**src/hw/rtl/mtg_pkg.sv**
```systemverilog
// Shared types, constants and functions of the MT19937 generator.
// No dependencies.
package mtg_pkg;

  localparam int STATE_WORDS = 624;
  localparam int TAP_OFFSET  = 397;
  localparam int IDX_W       = 10;
  localparam int WORD_W      = 32;

  localparam logic [31:0] TWIST_MATRIX = 32'h9908_B0DF;
  localparam logic [31:0] SEED_MULT    = 32'd1812433253;
  localparam logic [31:0] TEMPER_B     = 32'h9D2C_5680;
  localparam logic [31:0] TEMPER_C     = 32'hEFC6_0000;
  localparam logic [31:0] DEFAULT_SEED = 32'd5489;

  localparam logic [1:0] MODE_DRAW  = 2'd0;
  localparam logic [1:0] MODE_RANGE = 2'd1;
  localparam logic [1:0] MODE_SEED  = 2'd2;
  localparam logic [1:0] MODE_NOP   = 2'd3;

  typedef enum logic [1:0] {REQ_DRAW, REQ_RANGE, REQ_SEED, REQ_ZERO} req_kind_t;
  typedef enum logic [1:0] {RD_K, RD_K1, RD_TAP, RD_IDX} rd_sel_t;

  typedef enum logic [3:0] {
    S_SEED_GO, S_SEED_MUL, S_SEED_WR, S_IDLE,
    S_TW_A, S_TW_B, S_TW_C, S_TW_D,
    S_DR_RD, S_DR_CAP, S_DIV, S_OUT
  } state_t;

  typedef struct packed {
    logic    take;
    logic    seed_start;
    logic    seed_dflt;
    logic    seed_mul;
    logic    seed_wr;
    logic    tw_start;
    rd_sel_t rd_sel;
    logic    cap_hi;
    logic    cap_lo;
    logic    tw_wr;
    logic    draw_cap;
    logic    div_step;
  } mtg_cmd_t;

  typedef struct packed {
    req_kind_t req_kind;
    req_kind_t cur_kind;
    logic      idx_full;
    logic      k_last;
    logic      div_last;
  } mtg_stat_t;

  function automatic req_kind_t decode_kind(input logic [1:0] mode,
                                            input logic [31:0] range_max);
    req_kind_t kind;
    case (mode)
      MODE_DRAW:  kind = REQ_DRAW;
      MODE_RANGE: kind = (range_max != 32'd0) ? REQ_RANGE : REQ_ZERO;
      MODE_SEED:  kind = REQ_SEED;
      default:    kind = REQ_ZERO;
    endcase
    return kind;
  endfunction

  function automatic logic [31:0] temper(input logic [31:0] w);
    logic [31:0] t;
    t = w ^ (w >> 11);
    t = t ^ ((t << 7) & TEMPER_B);
    t = t ^ ((t << 15) & TEMPER_C);
    t = t ^ (t >> 18);
    return t;
  endfunction

endpackage

```
**src/hw/rtl/mtg_ctrl.sv**
```systemverilog
// Controller state machine of the MT19937 generator.
// Depends on mtg_pkg; sequences mtg_datapath.
module mtg_ctrl
  import mtg_pkg::*;
(
  input  logic      clk,
  input  logic      rst,
  input  logic      in_valid,
  output logic      in_ready,
  output logic      out_valid,
  input  logic      out_ready,
  input  mtg_stat_t stat,
  output mtg_cmd_t  cmd
);

  state_t state;
  state_t state_next;
  logic   reply;

  always_ff @(posedge clk) begin
    if (rst) begin
      state <= S_SEED_GO;
      reply <= 1'b0;
    end else begin
      state <= state_next;
      if (cmd.take) begin
        reply <= 1'b1;
      end
    end
  end

  always_comb begin
    state_next = state;
    cmd        = '0;
    cmd.rd_sel = RD_K;
    in_ready   = 1'b0;
    out_valid  = 1'b0;
    case (state)
      S_SEED_GO: begin
        cmd.seed_start = 1'b1;
        cmd.seed_dflt  = !reply;
        state_next     = S_SEED_MUL;
      end
      S_SEED_MUL: begin
        cmd.seed_mul = 1'b1;
        state_next   = S_SEED_WR;
      end
      S_SEED_WR: begin
        cmd.seed_wr = 1'b1;
        if (stat.k_last) begin
          state_next = reply ? S_OUT : S_IDLE;
        end else begin
          state_next = S_SEED_MUL;
        end
      end
      S_IDLE: begin
        in_ready = 1'b1;
        if (in_valid) begin
          cmd.take = 1'b1;
          case (stat.req_kind)
            REQ_DRAW, REQ_RANGE: begin
              if (stat.idx_full) begin
                cmd.tw_start = 1'b1;
                state_next   = S_TW_A;
              end else begin
                state_next = S_DR_RD;
              end
            end
            REQ_SEED: state_next = S_SEED_GO;
            default:  state_next = S_OUT;
          endcase
        end
      end
      S_TW_A: begin
        cmd.rd_sel = RD_K;
        state_next = S_TW_B;
      end
      S_TW_B: begin
        cmd.rd_sel = RD_K1;
        cmd.cap_hi = 1'b1;
        state_next = S_TW_C;
      end
      S_TW_C: begin
        cmd.rd_sel = RD_TAP;
        cmd.cap_lo = 1'b1;
        state_next = S_TW_D;
      end
      S_TW_D: begin
        cmd.tw_wr  = 1'b1;
        state_next = stat.k_last ? S_DR_RD : S_TW_A;
      end
      S_DR_RD: begin
        cmd.rd_sel = RD_IDX;
        state_next = S_DR_CAP;
      end
      S_DR_CAP: begin
        cmd.draw_cap = 1'b1;
        state_next   = (stat.cur_kind == REQ_RANGE) ? S_DIV : S_OUT;
      end
      S_DIV: begin
        cmd.div_step = 1'b1;
        if (stat.div_last) begin
          state_next = S_OUT;
        end
      end
      S_OUT: begin
        out_valid = 1'b1;
        if (out_ready) begin
          state_next = S_IDLE;
        end
      end
      default: state_next = S_IDLE;
    endcase
  end

endmodule

```
**config.mk**
```make
export PLATFORM = sky130hd
export DESIGN_NAME = mtg_ctrl
export DESIGN_NICKNAME = d
export VERILOG_FILES = /design/src/hw/rtl/mtg_pkg.sv /design/src/hw/rtl/mtg_ctrl.sv
export SDC_FILE = /design/constraint.sdc
export NUM_CORES = 1
export LEC_CHECK = 0
export BUFFER_PORTS_ARGS = -buffer_cell sky130_fd_sc_hd__buf_4
export CAP_MARGIN = 20
export CORE_AREA = 5 5 42 44
export CTS_CLUSTER_DIAMETER = 30
export DETAILED_ROUTE_END_ITERATION = 12
export DIE_AREA = 0 0 47 49
export PLACE_DENSITY = 0.69
export SLEW_MARGIN = 15
export SYNTH_ARGS = -nofsm -noshare
export SYNTH_HDL_FRONTEND = slang
export SYNTH_SLANG_ARGS = --single-unit
```
**constraint.sdc**
```tcl
create_clock -name clk -period 1.5 [get_ports clk]
set_input_delay 0.3 -clock clk [delete_from_list [all_inputs] [get_ports clk]]
set_output_delay 0.3 -clock clk [all_outputs]
set_load 0.05 [all_outputs]
```
==> metrics, run 1 <==
run status=complete, but fails checks; failing checks=negative setup slack; chip width=47 microns; Bufs and invs on worst path=2; multi-input combinational cell area=511.7 sq um; IO Port Bufs=25; Pint=0.5039 mW; Hold-fix buffers, CTS=0; H-Tree Level Count=1; Clock Latency Late Sink=0.25 ns; CTS sink count=5; Placeable Area=1401 sq um; Final Power=0.8793 mW; Static Leak=0.5146 nW; final antenna-violating net count=0; clock power share=18.6%; die footprint=2303 sq um; IO Pins=26; Starting Density=36.61%; CTS max path bufs=2; worst vdd ir=0.5074 mV; asr flop ratio synth=0%; Num CTS Buffers=3; delay of the slowest cell on the worst path=0.36 ns; Setup WS post-layout=-0.1547 ns; crit path launch type=flop; RSZ-0062 raised after global routing=yes; CP Max Fanout=5; Slew Limit Fails=0; DP Worst Slack=-0.02153 ns; non-filler cells, final=131; setup slack, reg-to-reg=0.22 ns; Final Hold Fails=0; vias in the first global route=698; clock root buffer=clkbuf_4; Total GRT Usage=18.98%; vias per inst=5.427; top-count cell post-synth=nor2_1; Iteration-0 DRC Markers=11; Syn Nets=80; Worst Setup Path Type=flop to output pin; MaxCap Viol Count=0; remaining routing DRC violations=0; # rows=14; Post-Syn Area=513.0 sq um; DP HPWL=1231 microns; DRT Pass-1 Iters=4; Antenna Cells=0; first-pass GRT wire length=3201 microns; Final Core Density=85.36%; slowest cell on the critical path=dfxtp_4; Commonest cells post-synth=nor2_1, nand2_1, nor3_1; fmax=604.3 MHz; register area share after synthesis=19.51%; layout cells sized above 1=73.91%; Post-synth top flop=dfxtp_1; final setup fails=11; WL/cell=16.70 microns; worst hold margin=0.2444 ns; final weighted congestion in routability-driven placement=0.7943; dominant cell type by area after synthesis=dfxtp_1; switch share=42.69%; fill cell count=75; Area Growth Syn to Fin=133.2%; Setup crit end kind=output pin; Worst Tran Pin Value=0.2482 ns; post-route clock skew=0.005059 ns; synth top area cells=dfxtp_1, nor2_1, nor2b_1; Post-Synthesis Cells=69; Min-Delay Path Class=input port to flop; Max-Slew Margin vs Limit=83.22%; Sequential Power Share=20.1%; final WL=2188 microns; Yosys top cell area share=19.51%; Inst Count DP=115; Power Dens Cells=735.1 nW/um^2; Data required, critical path=1.20 ns; Reg clk slew, reported paths=0.05 ns; FF+latch count, synth=5; Final Cycle Share=110.3%; Avg Inst Size Synth=7.435 sq um; Final #Nets=127; Period minus WS final=1.655 ns; Synth cell types=30; die height=49 microns; antenna violations before repair=0; EDFF count, synth=0; FF+latch area=115.1 sq um; WP data arrival=1.35 ns; crit path cell chain=buf_6, nor4_4, nor2b_4, buf_8; Vias=711; largest net degree at the start of global routing=10; Worst path top cell family by delay=simple AND/OR/NAND/NOR gates; global route overflow=0; Yosys Warn Count=0; Net Switching=0.3754 mW; CTS tree=built; Gate power share=61.3%
==> worst register-to-register path: cells and delay by family (launching register included) <==
family,cells,cell delay (ns)
simple gates,1,0.09
buf+inv,1,0.21
flops,1,0.42
compound gates,2,0.47
==> power groups by stage <==
stage	sequential (mW)	combinational [mW]	clock [mW]
floorplan	0.151	0.307	0
global placement	0.170	0.406	0
detailed placement	0.170	0.411	0
CTS	0.172	0.495	0.162
global route	0.179	0.568	0.182
finish	0.176	0.539	0.164
==> cell usage in the layout, fill, tap and decap left out, types with 3 or more instances in the layout <==
cell,n
dfxtp_4,4
buf_6,16
nor2_4,6
nor2_1,3
buf_4,23
nor2b_1,3
buf_8,9
a21oi_1,5
clkbuf_4,3
nand2_1,3
nor3_4,4
==> worst paths after layout <==
| kind | startpoint | endpoint | cells past startpoint |
|---|---|---|---|
| setup reg to reg | state[0]$_SDFFE_PP0P_ | state[0]$_SDFFE_PP0P_ | 4 |
| hold / removal | rst | state[0]$_SDFFE_PP0P_ | 2 |
| setup / recovery | state[2]$_SDFFE_PP0P_ | cmd[10] | 4 |
| hold reg to reg | reply$_SDFFE_PP0P_ | reply$_SDFFE_PP0P_ | 2 |
==> final cells by class <==
class / instances / area share [%]
Timing Repair Buffer: 49 / 42.47
Multi-Input combinational cell: 54 / 42.78
Sequential cell: 5 / 9.623
Inverter: 3 / 1.255
Clock buffer: 4 / 2.197
Tap cell: 16 / 1.674
==> flip-flops by register name, summed over array words and instances (netlist names) <==
signal,cells
state,4
reply,1
==> repair_timing <==
| action | CTS | global route |
|---|---|---|
| pin swaps | 3 | 7 |
| endpoints found under the setup margin | 15 | 15 |
| resized for setup | 38 | 16 |
| gates cloned | 0 | 0 |
| setup buffers | 8 | 4 |
==> per-layer routing <==
metal | share of wire [%] | track usage [%] | vias to the layer above | routed length (microns)
met5 | 0 | 0 | - | 0
met4 | 0.78 | 7.834 | 0 | 17
met3 | 5.4 | 3.690 | 4 | 118
met2 | 55 | 32.35 | 33 | 1195
met1 | 39 | 21.90 | 338 | 856
li1 | - | - | 336 | -
==> cells by family after synthesis <==
| kind of cell | after synthesis | share of synthesized area, % |
|---|---|---|
| buffers and inverters | 10 | 12.93 |
| AND/OR/NAND/NOR | 37 | 42.93 |
| XOR/XNOR | 1 | 1.708 |
| flip-flops | 5 | 19.51 |
| AO/OA/AOI/OAI | 16 | 22.93 |
==> through the flow <==
step,setup TNS [ns],area [sq um]
floorplan,-1.085,636.9
global placement,0,888.4
detailed placement,-0.02153,888.4
CTS,-0.4447,1106
global route,-1.358,1196
finish,-0.6615,1196
Power figures use the tool's default switching activity.
==> run 2: changes to the inputs <==
==> constraint.sdc (replaced) <==
create_clock -name clk -period 1.5 [get_ports clk]
set_input_delay 0 -clock clk [delete_from_list [all_inputs] [get_ports clk]]
set_output_delay 0 -clock clk [all_outputs]
set_load 0.05 [all_outputs]
==> metrics, run 2 (synthesized netlist as in run 1, its figures left out) <==
run status=completed (was complete, but fails checks); final antenna-violating net count=0 (unchanged); CTS sink count=5 (unchanged); commonest non-fill, non-tap cell in the layout=buf_4 (unchanged); Total GRT Usage=14.29% (was 18.98%); Period minus WS final=1.410 ns (was 1.655 ns); H-Tree Level Count=1 (unchanged); Worst Tran Pin Value=0.2788 ns (was 0.2482 ns); crit path launch type=flop (unchanged); Placed Area=733.2 sq um (was 888.4 sq um); most flop-heavy register=state (unchanged); multi-input combinational cell area=374.1 sq um (was 511.7 sq um); Setup crit end=cmd[7] (was cmd[10]); CTS tree=built (unchanged); fmax=709.3 MHz (was 604.3 MHz); Clock Latency Late Sink=0.24 ns (was 0.25 ns); Net Switching=0.2859 mW (was 0.3754 mW); Final #Nets=110 (was 127); Pint=0.3853 mW (was 0.5039 mW); Final Cycle Share=93.99% (was 110.3%); Final Hold Fails=0 (unchanged); post-CTS setup repair buffer count=0 (was 8); # rows=14 (unchanged); Setup crit end kind=output pin (unchanged); Power Dens Cells=857.0 nW/um^2 (was 735.1 nW/um^2); antenna violations before repair=0 (unchanged); die height=49 microns (unchanged); Largest register FFs=4 (unchanged); worst vdd ir=0.4722 mV (was 0.5074 mV); Area Growth Syn to Fin=52.68% (was 133.2%); setup slack, reg-to-reg=0.34 ns (was 0.22 ns); final setup fails=0 (was 11); final instance area=783.3 sq um (was 1196 sq um); Worst path top cell family by delay=simple AND/OR/NAND/NOR gates (unchanged); vias per inst=5.219 (was 5.427); Worst Setup Path Type=flop to output pin (unchanged); Num CTS Buffers=3 (unchanged); clock power share=23.4% (was 18.6%); switch share=42.59% (was 42.69%); DRT Pass-1 Iters=4 (unchanged); crit path cell chain=nand2b_1, nor2_4, and3_2, buf_4 (was buf_6, nor4_4, nor2b_4, buf_8); remaining routing DRC violations=0 (unchanged); Iteration-0 DRC Markers=19 (was 11); final weighted congestion in routability-driven placement=0.8844 (was 0.7943); Antenna Cells=0 (unchanged); chip width=47 microns (unchanged); WL/cell=12.62 microns (was 16.70 microns); clock root buffer=clkbuf_4 (unchanged); final WL=1439 microns (was 2188 microns); DP HPWL=1109 microns (was 1231 microns); CP Depth=4 (unchanged); global route overflow=0 (unchanged); Min-Delay Path Class=input port to flop (unchanged); Slew Limit Fails=0 (unchanged); vias in the first global route=573 (was 698); Sequential Power Share=25.4% (was 20.1%); first-pass GRT wire length=2442 microns (was 3201 microns); IO Port Bufs=25 (unchanged); fill cell count=137 (was 75); worst hold margin=0.03442 ns (was 0.2444 ns); CP Max Fanout=8 (was 5); slowest cell on the critical path=dfxtp_2 (was dfxtp_4); IO Pins=26 (unchanged); delay of the slowest cell on the worst path=0.43 ns (was 0.36 ns); CTS max path bufs=2 (unchanged); post-route clock skew=0.0002154 ns (was 0.005059 ns); Bufs and invs on worst path=1 (was 2); most frequent cells in the layout=buf_4, nor2_1, nand2_1, nor3_1, a21oi_1 (was buf_4, buf_6, buf_8); RSZ-0062 raised after global routing=no (was yes); FF+latch area=105.1 sq um (was 115.1 sq um); MaxCap Viol Count=0 (unchanged); Reg clk slew, reported paths=0.04 ns (was 0.05 ns); Worst Reg-to-Reg Cells=4 (unchanged); Vias=595 (was 711); largest net degree at the start of global routing=14 (was 10); Largest regs=state x4, reply x1 (unchanged); setup_tns=0 ns (was -0.6615 ns); Static Leak=0.3686 nW (was 0.5146 nW); Max-Slew Margin vs Limit=81.15% (was 83.22%); Placeable Area=1401 sq um (unchanged); R2R Path End=state[1]$_SDFFE_PP0P_ (was state[0]$_SDFFE_PP0P_); Gate power share=51.2% (was 61.3%); crit path launch=state[3]$_SDFFE_PP0P_ (was state[2]$_SDFFE_PP0P_); R2R Path Start=state[1]$_SDFFE_PP0P_ (was state[0]$_SDFFE_PP0P_); Data required, critical path=1.50 ns (was 1.20 ns); die footprint=2303 sq um (unchanged); layout cells sized above 1=50.00% (was 73.91%); Starting Density=36.61% (unchanged); WP data arrival=1.41 ns (was 1.35 ns)
==> run 2: worst min-delay path by stage <==
stage | from | end | slack, ns | depth (start not counted)
floorplan | rst | state[0]$_SDFFE_PP0P_ | 0.07 | 1
global placement | rst | state[0]$_SDFFE_PP0P_ | 0.21 | 2
detailed placement | rst | state[0]$_SDFFE_PP0P_ | 0.21 | 2
CTS | stat[0] | state[0]$_SDFFE_PP0P_ | 0.03 | 3
global route | stat[0] | state[0]$_SDFFE_PP0P_ | 0.02 | 3
finish | stat[0] | state[0]$_SDFFE_PP0P_ | 0.03 | 3
==> run 2: layout make-up <==
| class | instances | area share, % |
|---|---|---|
| sequential | 5 | 13.42 |
| tap | 16 | 2.556 |
| multi-input combinational | 54 | 47.76 |
| inverter | 3 | 1.438 |
| clock buffer | 4 | 3.355 |
| timing repair buffer | 32 | 31.47 |
==> run 2: through the flow <==
stage / std cells / power [mW] / setup slack, ns / utilization (%)
floorplan: 69 / 0.4146 / -0.2607 / -
global placement: 109 / 0.5005 / 0.2189 / 52.32
detailed placement: 109 / 0.5025 / 0.1897 / 52.32
CTS: 114 / 0.6675 / 0.01843 / 55.09
global route: 114 / 0.7214 / 0.02105 / 55.89
finish: 114 / 0.6712 / 0.09013 / 55.89
==> run 2: worst min-delay path, stage by stage <==
cell	delay (ns)
buf_4	0.11
inv_1	0.07
a221oi_2	0.06
==> run 2: power by group through the flow <==
stage | sequential, mW | combinational, mW | clock (mW)
after floorplan | 0.151 | 0.264 | 0
after global placement | 0.169 | 0.332 | 0
after detailed placement | 0.169 | 0.333 | 0
after CTS | 0.167 | 0.336 | 0.164
after global routing | 0.173 | 0.366 | 0.183
final | 0.171 | 0.343 | 0.157
==> run 2: metal layers <==
metal  global-route usage [%]  up-vias  routed length, microns
met5                        0        -                       0
met4                    9.677        0                      29
met3                    2.583        4                      75
met2                    22.17       22                     738
met1                    16.89      267                     596
li1                         -      302                       -
==> run 2: repair_timing <==
item / CTS / global route
hold endpoints to repair: 4 / 0
hold buffers: 1 / 0
gates resized for setup: 2 / 4
cloned: 0 / 0
endpoints found under the setup margin: 3 / 3
pin swaps: 0 / 1
